**config.mk**
```make
export PLATFORM = sky130hd
export DESIGN_NAME = samdu_step
export DESIGN_NICKNAME = d
export VERILOG_FILES = /design/src/rtl/samdu_pkg.sv /design/src/rtl/samdu_step.sv
export SDC_FILE = /design/constraint.sdc
export NUM_CORES = 1
export LEC_CHECK = 0
export ABC_AREA = 1
export BUFFER_PORTS_ARGS = -buffer_cell sky130_fd_sc_hd__clkbuf_2
export CAP_MARGIN = 20
export CORE_MARGIN = 10
export CORE_UTILIZATION = 30
export DETAILED_ROUTE_END_ITERATION = 10
export PLACE_DENSITY = 0.53
export SETUP_SLACK_MARGIN = 0.02
export SYNTH_ARGS = -nofsm -noshare
export SYNTH_HDL_FRONTEND = slang
export SYNTH_SLANG_ARGS = --single-unit
```
**constraint.sdc**
```tcl
create_clock -name clk -period 2.7 [get_ports clk]
set_input_delay 0.135 -clock clk [delete_from_list [all_inputs] [get_ports clk]]
set_output_delay 0.135 -clock clk [all_outputs]
set_load 0.02 [all_outputs]
```
**src/rtl/samdu_pkg.sv**
```systemverilog
// ----------------------------------------------------------------------------
// samdu_pkg: shared types and constants of the shift-add multiply/divide unit
// Opcode codes and default operand width.
// ----------------------------------------------------------------------------
package samdu_pkg;

  localparam int unsigned DefWidth = 16;

  typedef enum logic [1:0] {
    OP_MUL  = 2'd0,
    OP_RDIV = 2'd1,
    OP_NDIV = 2'd2,
    OP_NONE = 2'd3
  } op_t;

endpackage

```
**src/rtl/samdu_step.sv**
```systemverilog
// ----------------------------------------------------------------------------
// samdu_step: one registered shift-add iteration
// Performs one Booth, restoring or non-restoring step and registers the result.
// ----------------------------------------------------------------------------
module samdu_step #(
  parameter int unsigned WIDTH = samdu_pkg::DefWidth
) (
  input  logic                   clk,
  input  logic                   rst_n,
  input  logic                   in_vld,
  input  samdu_pkg::op_t         in_op,
  input  logic [WIDTH:0]         in_acc,
  input  logic [WIDTH-1:0]       in_mq,
  input  logic                   in_prev,
  input  logic [WIDTH-1:0]       in_m,
  output logic                   out_vld,
  output samdu_pkg::op_t         out_op,
  output logic [WIDTH:0]         out_acc,
  output logic [WIDTH-1:0]       out_mq,
  output logic                   out_prev,
  output logic [WIDTH-1:0]       out_m
);
  import samdu_pkg::*;

  logic             vld_r;
  op_t              op_r;
  logic [WIDTH:0]   acc_r, acc_nxt, msx, mzx, t, sh;
  logic [WIDTH-1:0] mq_r, mq_nxt, sq;
  logic             prev_r, prev_nxt;
  logic [WIDTH-1:0] m_r;

  always_comb begin
    msx      = {in_m[WIDTH-1], in_m};
    mzx      = {1'b0, in_m};
    acc_nxt  = in_acc;
    mq_nxt   = in_mq;
    prev_nxt = in_prev;
    sh       = {in_acc[WIDTH-1:0], in_mq[WIDTH-1]};
    sq       = {in_mq[WIDTH-2:0], 1'b0};
    t        = in_acc;
    unique case (in_op)
      OP_MUL: begin
        if (in_mq[0] && !in_prev) t = in_acc - msx;
        else if (!in_mq[0] && in_prev) t = in_acc + msx;
        prev_nxt = in_mq[0];
        mq_nxt   = {t[0], in_mq[WIDTH-1:1]};
        acc_nxt  = {t[WIDTH], t[WIDTH:1]};
      end
      OP_RDIV: begin
        t = sh - mzx;
        if (t[WIDTH]) begin
          acc_nxt = sh;
          mq_nxt  = sq;
        end else begin
          acc_nxt = t;
          mq_nxt  = {sq[WIDTH-1:1], 1'b1};
        end
      end
      OP_NDIV: begin
        t       = in_acc[WIDTH] ? (sh + mzx) : (sh - mzx);
        acc_nxt = t;
        mq_nxt  = {sq[WIDTH-1:1], ~t[WIDTH]};
      end
      default: ;
    endcase
  end

  always_ff @(posedge clk) begin
    if (!rst_n) vld_r <= 1'b0;
    else vld_r <= in_vld;
    op_r   <= in_op;
    acc_r  <= acc_nxt;
    mq_r   <= mq_nxt;
    prev_r <= prev_nxt;
    m_r    <= in_m;
  end

  assign out_vld  = vld_r;
  assign out_op   = op_r;
  assign out_acc  = acc_r;
  assign out_mq   = mq_r;
  assign out_prev = prev_r;
  assign out_m    = m_r;
endmodule

```
# Yosys cells after proc, flatten, opt, wreduce, memory -nomap -nowiden
# Index checks and enable logic that the tools add are counted.
[totals]
reg_bits = 53
inputBits = 55
output_inout_bits = 53
wordCells = 26
[op_classes]
addsub = 4
n_eq_ne = 2
n_mux = 8
bitwise_logic = 1
n_reduce_logical = 5
[op_table]
columns = ["op", "count"]
rows = [
  ["$mux 17", 4],
  ["$pmux 17 s3", 1],
  ["$pmux 16 s3", 1],
  ["$add 17x16->17", 1],
  ["$add 17x17->17", 1],
  ["$sub 17x16->17", 1],
  ["$sub 17x17->17", 1],
  ["$eq 2x1->1 const B", 1],
  ["$eq 2x2->1 const B", 1],
  ["$logic_and 1x1->1", 2],
  ["$logic_not 1->1", 2],
  ["$logic_not 2->1", 1],
  ["$mux 1", 2],
  ["$not 1->1", 1],
]

# Longest topological paths before layout
# Gate-level depths: netlist of the first run.
[depth]
word_depth = 5
ltp_mapped = 19
mapped_depth_nobuf = 17

# Worst setup path before layout of the first run
# OpenSTA, ideal clock, no wires.
[synth_path]
path_kind = "in2reg"
from = "input in_mq[15]"
to = "register acc_r[0] (netlist: out_acc[0])"
setup_time_ns = 0.129
arrival_ns = 2.336
t_required_ns = 2.571
path_slack_ns = 0.235
path_stages = 17
path_buffers = 2
cell_sequence = "inv_1 > ha_1 > fa_1 > inv_1 > nand4_1 > nand2_1 > nand2_1 > nand2_1 > a21oi_1 > o21bai_1 > ha_1 > clkbuf_1 > clkbuf_1 > o21ai_0 > o22ai_1 > a21oi_1 > o21ai_0"
[synth_via]
elab_chain_len = 3
word_cells_on_any_way = 5
cone_classes = "2 x add/sub; 3 x mux"
[synth_lines]
columns = ["element", "line", "source"]
rows = [
  ["from (decl)", "samdu_step.sv:13", "input logic [WIDTH-1:0] in_mq,"],
  ["$sub 17x16->17 / $add 17x16->17 (equally long branches)", "samdu_step.sv:50, samdu_step.sv:60", ""],
  ["$mux 17, on equally long branches", "samdu_step.sv:60, samdu_step.sv:51", ""],
  ["$pmux 17 s3 (*)", "samdu_step.sv:41", "unique case (in_op)"],
  ["via acc_nxt[0]", "samdu_step.sv:27", "logic [WIDTH:0] acc_r, acc_nxt, msx, mzx, t, sh;"],
  ["to (signal assigned)", "samdu_step.sv:72", "acc_r <= acc_nxt;"],
  ["to (decl)", "samdu_step.sv:27", ""],
]
# The timed path passes the listed nets; every way through them passes the cells marked *.
# A chain may end at the register's enable or synchronous reset.

# Final worst setup path of the first run
[layout_path]
from = "input in_mq[15]"
to = "register acc_r[14] (netlist: out_acc[14])"
# The elaborated chain is that of the path after synthesis.

==> results of run 1 <==
[report_power, final]
| part | internal [mW] | total (mW) | leakage (nW) | switching, mW |
|---|---|---|---|---|
| Clock | 0.359 | 0.703 | 0.0767 | 0.345 |
| Sequential | 0.867 | 0.905 | 0.447 | 0.0376 |
| Combinational | 0.510 | 1.48 | 3.51 | 0.967 |
[stage by stage]
step                      instances  total power, mW  area, um2  setup TNS [ns]
after floorplan                1020             1.87       6100               0
after global placement         1411             2.38       7150               0
after detailed placement       1411             2.38       7150         -0.0408
after CTS                      1422             3.09       7330               0
after global routing           1422             3.30       7330               0
final                          1422             3.09       7330               0
[flip-flops by register name, indices dropped and copies added, names as in the netlist]
register and cells:
out_acc 17, out_m 16, out_mq 16, out_op 2
out_prev 1, out_vld 1
[area by class of cell]
cell class	count	area, um2	area share, %
inverters	153	574	7.83
repair buffers	161	948	12.9
well taps	270	338	4.61
multi-input cells	777	4260	58.1
clock inverters	3	28.8	0.392
flip-flops and latches	53	1060	14.5
clock buffers	5	125	1.71
[final timing paths]
kind	startpoint	to	slack, ns	cells past startpoint
setup / recovery	in_mq[15]	out_acc[14]	0.27	16
hold / removal	in_m[14]	out_m[14]	0.002	1
[worst max-delay path: stages]
cell and delay (ns):
clkbuf_2 0.09, inv_1 0.06, ha_1 0.22, fa_1 0.39, inv_1 0.09, nand4_1 0.08, nand2_1 0.14, nand2_1 0.11
nand2_1 0.10, a21oi_1 0.07, o21bai_1 0.18, ha_2 0.40, buf_4 0.19, o21ai_0 0.15, a21o_1 0.11, nand4_1 0.09
[logic make-up (layout without fill, tap and decap cells)]
family          count (synthesis)  after routing  synth area share, %
simple gates                  540            540                 37.9
buf+inv                       190            322                 12.8
compound gates                153            153                 15.0
fa+ha+maj                      70             70                 14.9
flops                          53             53                 17.4
xor+xnor                       14             14                 2.01
[synth_stat cells, types with 7 or more instances]
cell / instances / area, um2
a21oi_1: 60 / 300
buf_2: 16 / 80.1
buf_4: 9 / 67.6
clkbuf_1: 8 / 30.0
dfxtp_1: 53 / 1060
ha_1: 66 / 826
inv_1: 140 / 526
inv_2: 10 / 37.5
nand2_1: 307 / 1150
nand3_1: 107 / 536
nand3b_1: 7 / 52.6
nand4_1: 18 / 113
nor2_1: 73 / 274
o211ai_1: 7 / 52.6
o21ai_0: 44 / 220
o21bai_1: 8 / 60.1
o221ai_1: 11 / 96.3
xor2_1: 11 / 96.3
[routing by layer]
layer | vias up | track usage (%) | share of wire (%) | routed length (um)
met5 | - | 0 | 0 | 0
met4 | 0 | 3.52 | 1.6 | 376
met3 | 25 | 3.64 | 8.3 | 1940
met2 | 286 | 27.4 | 43 | 10100
met1 | 3098 | 23.0 | 47 | 11000
li1 | 3543 | - | - | -
[timing repair]
action,CTS,global route
resized for setup,0,1
hold endpoints to repair,3,0
endpoints found under the setup margin,0,2
hold buffers,3,0
==> impl_metrics.json, run 1 <==
{
  "peakVddDrop_uv": 275,
  "synth-edff-count": 0,
  "arrival_ns": 2.61,
  "min_period_ns": 2.43,
  "wl_mm": 23.4,
  "final_common_cell": "nand2_1",
  "die_h_um": 163,
  "grt_antenna_before_repair": 0,
  "ys_warn_count": 0,
  "worst_setup_path_end_kind": "flip-flop",
  "drive_above_1_share_pct": 17.3,
  "cts_max_level": 2,
  "drt-vias-per-instance": 4.89,
  "cts_buffers": 5,
  "crit_type": "in2reg",
  "synthesis.nets": 1145,
  "antenna_left": 0,
  "io_pins": 108,
  "dr_total_vias": 6952,
  "crit_path_max_fanout": 13,
  "rsz0062_at_grt": "no",
  "rows": 52,
  "cts_tree": "built",
  "synthesis.area_um2": 6100,
  "hp-class": "in2reg",
  "io_buffers": 107,
  "grt_pass1_wl_mm": 36.0,
  "cts_setup_buffers": 0,
  "post-route-util_pct": 36.5,
  "grt_max_degree": 21,
  "wl_per_cell_um": 16.5,
  "setup_viol": 0,
  "drtIter0Drc": 554,
  "maxSlewViolCount": 0,
  "fin_ws_ns": 0.266,
  "root_buffer": "clkbuf_16",
  "grtUsageTotal_pct": 17.1,
  "fmax_mhz": 411,
  "netlist_instances": 1020,
  "fin_worst_hold_slack_ns": 0.00165,
  "ys_types": 43,
  "maxSlewHeadroom_pct": 59.4,
  "gp_congestion": 0.931,
  "antenna_cells": 0,
  "place_ws_ns": -0.0371,
  "first_pass_iters": 5,
  "hpwlAfterDp_mm": 19.6,
  "syn2layout_area_growth_pct": 20.2,
  "cts_sinks": 53,
  "ys_ff_latch": 53,
  "post-route-period-util_pct": 90.1,
  "synth_flop_cell": "dfxtp_1",
  "cp.required_ns": 2.88,
  "die_x_um": 163,
  "status": "finished clean",
  "avgSynthCellArea_um2": 5.98,
  "synth-async-reset-ratio_pct": 0,
  "core_um2": 20100,
  "clkTransAtPathRegs_ns": 0.07,
  "dieArea_um2": 26400,
  "fill_cells": 2217,
  "cap_violations": 0,
  "route.detailed.drc": 0,
  "clock_path_buffers": 2,
  "power_leakage_nw": 4.03,
  "pwr_density_cell_nw_per_um2": 421,
  "overflow": 0,
  "grt_pass1_vias": 6563,
  "tightest_slew_ns": 0.608,
  "nets": 1276,
  "cp-start-kind": "input port",
  "start_util_pct": 30.3,
  "seq_area_frac_synth_pct": 17.4,
  "hold_violations": 0,
  "layout_common_cells": "nand2_1 (307), inv_1 (140), nand3_1 (107), clkbuf_2 (107), nor2_1 (73)"
}
Power figures use the tool's default switching activity.
==> run 2: changes to the inputs <==
--- a/config.mk
+++ b/config.mk
@@ -5,7 +5,6 @@
 export SDC_FILE = /design/constraint.sdc
 export NUM_CORES = 1
 export LEC_CHECK = 0
-export ABC_AREA = 1
 export BUFFER_PORTS_ARGS = -buffer_cell sky130_fd_sc_hd__clkbuf_2
 export CAP_MARGIN = 20
 export CORE_MARGIN = 10
==> run 2 against run 1 <==
The run now ends with setup timing left. Via count fell by 9.8%. Count of clock-buffer cells in the layout did not move. Critical path depth rose by 4. Flip-flop and latch count did not move. Wire length fell by 6.8%. Synthesized cell count fell by 28%. Sequential power rose by 0.6%. Area after synthesis fell by 6.6%. First-iteration DRC count fell by 24%. Critical path type unchanged.
==> impl_metrics.json, run 2 <==
{
  "fin_ws_ns": -0.681,
  "die_x_um": 158,
  "cp-start-kind": "input port",
  "seq_area_um2": 1060,
  "cts_buffers": 5,
  "layout_common_cells": "buf_4 (159), clkbuf_2 (106), nor2_1 (88), a21oi_1 (66), ha_1 (61)",
  "worst_setup_path_end_kind": "flip-flop",
  "overflow": 0,
  "tightest_slew_ns": 0.954,
  "critPathMaxStageDelay_ns": 0.52,
  "tns_ns": -9.95,
  "ys_ff_latch": 53,
  "placed_cell_area_um2": 7460,
  "crit_slowest_cell": "or4_4",
  "place_ws_ns": -1.18,
  "maxSlewViolCount": 0,
  "synth_top_cell_by_area": "dfxtp_1",
  "io_pins": 108,
  "pwr_density_cell_nw_per_um2": 433,
  "largest_reg_flops": 17,
  "synthMuxAreaShare_pct": 4.15,
  "grt_pass1_vias": 6090,
  "drt-vias-per-instance": 5.19,
  "yosysMostFrequentCell": "nor2_1",
  "grt_antenna_before_repair": 0,
  "fill_cells": 1919,
  "grt_max_degree": 25,
  "ys_top_cells_by_count": "nor2_1 (92), a21oi_1 (69), ha_1 (66), inv_1 (54), dfxtp_1 (53)",
  "netlist_instances": 738,
  "fin_area_um2": 7830,
  "fmax_mhz": 296,
  "synth_flop_cell": "dfxtp_1",
  "antenna_cells": 0,
  "wl_per_cell_um": 18.1,
  "violations": "setup timing",
  "p_int_mw": 2.02,
  "peakVddDrop_uv": 233,
  "wl_mm": 21.8,
  "core_um2": 18700,
  "arrival_ns": 3.59,
  "clockPowerShare_pct": 22.2,
  "dp_cells": 1186,
  "die_h_um": 158,
  "synth_compound_area_share_pct": 30.6,
  "avgSynthCellArea_um2": 7.72,
  "synth_top_family_by_area": "compound AO/OA/AOI/OAI gates",
  "maxSlewHeadroom_pct": 36.1,
  "finalPower_mw": 3.39,
  "post-route-util_pct": 41.9,
  "setup_viol": 18,
  "power_leakage_nw": 3.66,
  "crit_family": "compound AO/OA/AOI/OAI gates",
  "pwr-share-seq_pct": 26.9,
  "synth-async-reset-ratio_pct": 0,
  "antenna_left": 0,
  "clock_path_buffers": 2,
  "multiInputGateArea_um2": 4290,
  "drive_above_1_share_pct": 33.9,
  "cts_max_level": 2,
  "stdcell_count": 1208,
  "synthesis.area_um2": 5690,
  "cap_violations": 0,
  "cts_sinks": 53,
  "seq_area_frac_synth_pct": 18.6,
  "start_util_pct": 30.4,
  "drtIter0Drc": 419,
  "root_buffer": "clkbuf_16",
  "p_switching_mw": 1.37,
  "io_buffers": 107,
  "nets": 1098,
  "clkTransAtPathRegs_ns": 0.08,
  "crit_type": "in2reg",
  "synth-edff-count": 0,
  "cts_tree": "built",
  "hpwlAfterDp_mm": 17.4,
  "syn2layout_area_growth_pct": 37.5,
  "synthesis.nets": 863,
  "synth_xor_area_share_pct": 5.84,
  "rows": 50,
  "dieArea_um2": 24900,
  "crit_buf_inv": 5,
  "synth-simple-area-share_pct": 16.3,
  "swShare_pct": 40.5,
  "grt_pass1_wl_mm": 33.3,
  "hold_violations": 0,
  "ys_warn_count": 0,
  "fin_worst_hold_slack_ns": 0.0149,
  "status": "finished, violations left",
  "synth_adder_area_share_pct": 15.9,
  "path_cells": "buf_12, inv_12, ha_4, fa_2, nand2b_4, a221oi_4, or4_4, a221o_1, a21oi_2, o21bai_1, a21oi_1, o21bai_1, ha_2, buf_4, buf_4, buf_6, a22oi_2, o21ai_1, a21boi_2, o22a_1",
  "post-route-period-util_pct": 125,
  "rsz0062_at_grt": "yes",
  "ys_types": 81,
  "dr_total_vias": 6272,
  "combPwrFrac_pct": 50.9,
  "crit_path_max_fanout": 7,
  "hp-class": "in2reg",
  "synthTopCellsByArea": "dfxtp_1 (19%), ha_1 (15%), a21oi_1 (6.1%)",
  "first_pass_iters": 5,
  "gp_congestion": 0.920,
  "route.detailed.drc": 0,
  "grtUsageTotal_pct": 17.0,
  "final_common_cell": "buf_4",
  "synth_top_area_share_pct": 18.6,
  "cp.required_ns": 2.91,
  "min_period_ns": 3.38
}
## run 2: per-layer routing
layer	vias to the layer above	global-route usage, %	wire length (um)
met5	-	0	0
met4	0	4.76	430
met3	34	3.31	1410
met2	195	28.2	10200
met1	2910	21.9	9850
li1	3133	-	-
## run 2: power groups by stage
| stage | logic, mW | clock network (mW) | registers (mW) |
|---|---|---|---|
| 2_1_floorplan | 0.889 | 0 | 1.03 |
| 3_3_place_gp | 1.62 | 0 | 0.933 |
| 3_5_place_dp | 1.63 | 0 | 0.928 |
| 4_1_cts | 1.67 | 0.778 | 0.911 |
| 5_1_grt | 1.88 | 0.797 | 0.917 |
| 6_report | 1.73 | 0.753 | 0.910 |
## run 2: cell families after synthesis
family | count (synthesis)
adders and majority gates | 70
buffers and inverters | 100
AOI/OAI and AO/OA | 260
xor gates and xnor gates | 38
muxes | 17
DFF | 53
and+or+nand+nor | 200
## run 2: layout make-up
type | count | share of cell area (%)
sequential | 53 | 13.5
timing repair buffer | 272 | 23.1
tap | 234 | 3.74
inverter | 56 | 2.92
clock inverter | 3 | 0.367
multi-input combinational | 585 | 54.7
clock buffer | 5 | 1.60
## run 2: timing repair
item / in CTS / in global routing
setup endpoints to repair: 18 / 18
buffers inserted: 4 / 7
gates cloned: 0 / 1
gates resized for setup: 12 / 20
endpoints found under the hold margin: 3 / 0
pin swaps: 15 / 19
hold buffers: 3 / 0
## run 2: worst paths after layout
check / from / end / slack (ns) / depth (start not counted)
setup / recovery: in_mq[15] / out_acc[14] / -0.68 / 20
hold / removal: in_vld / out_vld / 0.01 / 2
==> run 3: changes to the inputs <==
--- a/config.mk
+++ b/config.mk
@@ -8,9 +8,9 @@
 export BUFFER_PORTS_ARGS = -buffer_cell sky130_fd_sc_hd__clkbuf_2
 export CAP_MARGIN = 20
 export CORE_MARGIN = 10
-export CORE_UTILIZATION = 30
+export CORE_UTILIZATION = 57
 export DETAILED_ROUTE_END_ITERATION = 10
-export PLACE_DENSITY = 0.53
+export PLACE_DENSITY = 0.87
 export SETUP_SLACK_MARGIN = 0.02
 export SYNTH_ARGS = -nofsm -noshare
 export SYNTH_HDL_FRONTEND = slang
==> run 3 against run 2 <==
The flow still finishes with violations (setup timing). Clock power shrank 31%. Die area shrank 42%. Sequential share of layout area grew 0.33 points. Flip-flop and latch count is the same. Wire length shrank 1.5%. Critical path type unchanged. Power shrank 5.5%. Via count grew 6.6%. Non-clock buffer count shrank 5.
==> impl_metrics.json, run 3 (synthesized netlist as in run 2, its figures left out) <==
{
  "antenna_left": 0,
  "cts_tree": "built",
  "grt_pass1_wl_mm": 33.5,
  "fmax_mhz": 307,
  "hold_violations": 0,
  "gp_congestion": 1.01,
  "antenna_cells": 0,
  "rows": 36,
  "crit_path_max_fanout": 4,
  "route.detailed.drc": 0,
  "wl_per_cell_um": 19.5,
  "arrival_ns": 3.49,
  "cts_sinks": 53,
  "io_buffers": 107,
  "grt_pass1_vias": 6437,
  "worst_setup_path_end_kind": "flip-flop",
  "nets": 1093,
  "grtUsageTotal_pct": 28.3,
  "crit_type": "in2reg",
  "maxSlewViolCount": 0,
  "fin_ws_ns": -0.562,
  "wl_mm": 21.5,
  "die_h_um": 120,
  "io_pins": 108,
  "first_pass_iters": 5,
  "peakVddDrop_uv": 242,
  "status": "finished, violations left",
  "pwr_density_cell_nw_per_um2": 419,
  "power_leakage_nw": 3.62,
  "stdcell_count": 1102,
  "tightest_slew_ns": 0.946,
  "grt_max_degree": 27,
  "cap_violations": 0,
  "hp-class": "in2reg",
  "drive_above_1_share_pct": 34.0,
  "place_ws_ns": -1.02,
  "clock_path_buffers": 2,
  "cts_max_level": 2,
  "maxSlewHeadroom_pct": 36.7,
  "start_util_pct": 58.3,
  "setup_viol": 18,
  "min_delay_path_depth": 2,
  "core_um2": 9770,
  "syn2layout_area_growth_pct": 34.3,
  "post-route-period-util_pct": 121,
  "clkTransAtPathRegs_ns": 0.13,
  "drt-vias-per-instance": 6.06,
  "root_buffer": "clkbuf_8",
  "hpwlAfterDp_mm": 17.3,
  "path_cells": "buf_12, inv_12, ha_4, fa_2, nand2b_4, a221oi_4, or4_4, a221o_1, a21oi_2, o21bai_2, a21oi_2, o21bai_1, ha_1, buf_6, inv_6, a21o_1, a21oi_1, a21oi_1, o32a_1",
  "layout_common_cells": "buf_4 (151), clkbuf_2 (105), nor2_1 (87), a21oi_1 (64), ha_1 (63)",
  "die_x_um": 120,
  "dr_total_vias": 6683,
  "violations": "setup timing",
  "cp.required_ns": 2.93,
  "grt_antenna_before_repair": 0,
  "cts_buffers": 5,
  "dieArea_um2": 14400,
  "overflow": 0,
  "min_period_ns": 3.26,
  "critPathMaxStageDelay_ns": 0.51,
  "largest_reg_flops": 17,
  "dp_cells": 1081,
  "cp-start-kind": "input port",
  "drtIter0Drc": 688,
  "crit_slowest_cell": "or4_4",
  "rsz0062_at_grt": "yes",
  "final_common_cell": "buf_4"
}
==> run 3: final timing paths <==
check / start / to / slack (ns)
max: in_mq[15] / out_acc[13] / -0.56
min: in_m[4] / out_m[4] / 0.008
==> run 3: routing by layer <==
layer	global-route usage, %	wire [um]	vias up
li1	-	-	3122
met1	35.4	8590	3071
met2	47.1	9860	420
met3	6.33	2370	70
met4	9.43	680	0
met5	0	0	-
==> run 3: per-stage QoR <==
| step | TNS (ns) | power (mW) | instance area [um2] | util, % | hold slack, ns |
|---|---|---|---|---|---|
| 6_report | -7.35 | 3.20 | 7650 | 78.2 | 0.00813 |
| 5_1_grt | -9.08 | 3.36 | 7650 | 78.2 | 0.0150 |
| 4_1_cts | -5.83 | 3.12 | 7530 | 77.1 | 0.0117 |
| 3_5_place_dp | -14.59 | 2.55 | 7300 | 74.7 | 0.299 |
| 3_3_place_gp | -13.82 | 2.51 | 7300 | 74.7 | 0.289 |
| 2_1_floorplan | -7.39 | 1.92 | 5810 | - | 0.163 |
==> run 3: timing repair <==
item / CTS / global route
gates cloned: 1 / 0
hold buffers: 3 / 0
endpoints found under the hold margin: 3 / 0
setup buffers: 5 / 4
pin swaps: 10 / 9
resized for setup: 20 / 24
endpoints found under the setup margin: 18 / 18
==> run 3: area by class of cell <==
type                            count  area [um2]
Clock buffer                        5        68.8
Inverter                           56         234
Clock inverter                      3        25.0
Timing Repair Buffer              267        1800
Fill cell                         734        2130
Tap cell                          133         166
Sequential cell                    53        1060
Multi-Input combinational cell    585        4290
==> run 3: critical path, delay by kind of cell <==
family          cells  cell delay, ns
simple gates        2            0.65
buf+inv             4            0.36
compound gates     10            1.67
fa+ha+maj           3            0.67
==> run 3: power breakdown <==
| group | total [mW] | leakage, nW | internal (mW) | switching [mW] |
|---|---|---|---|---|
| logic | 1.77 | 3.13 | 0.792 | 0.974 |
| registers | 0.912 | 0.447 | 0.872 | 0.0400 |
| clock network | 0.521 | 0.0447 | 0.189 | 0.332 |
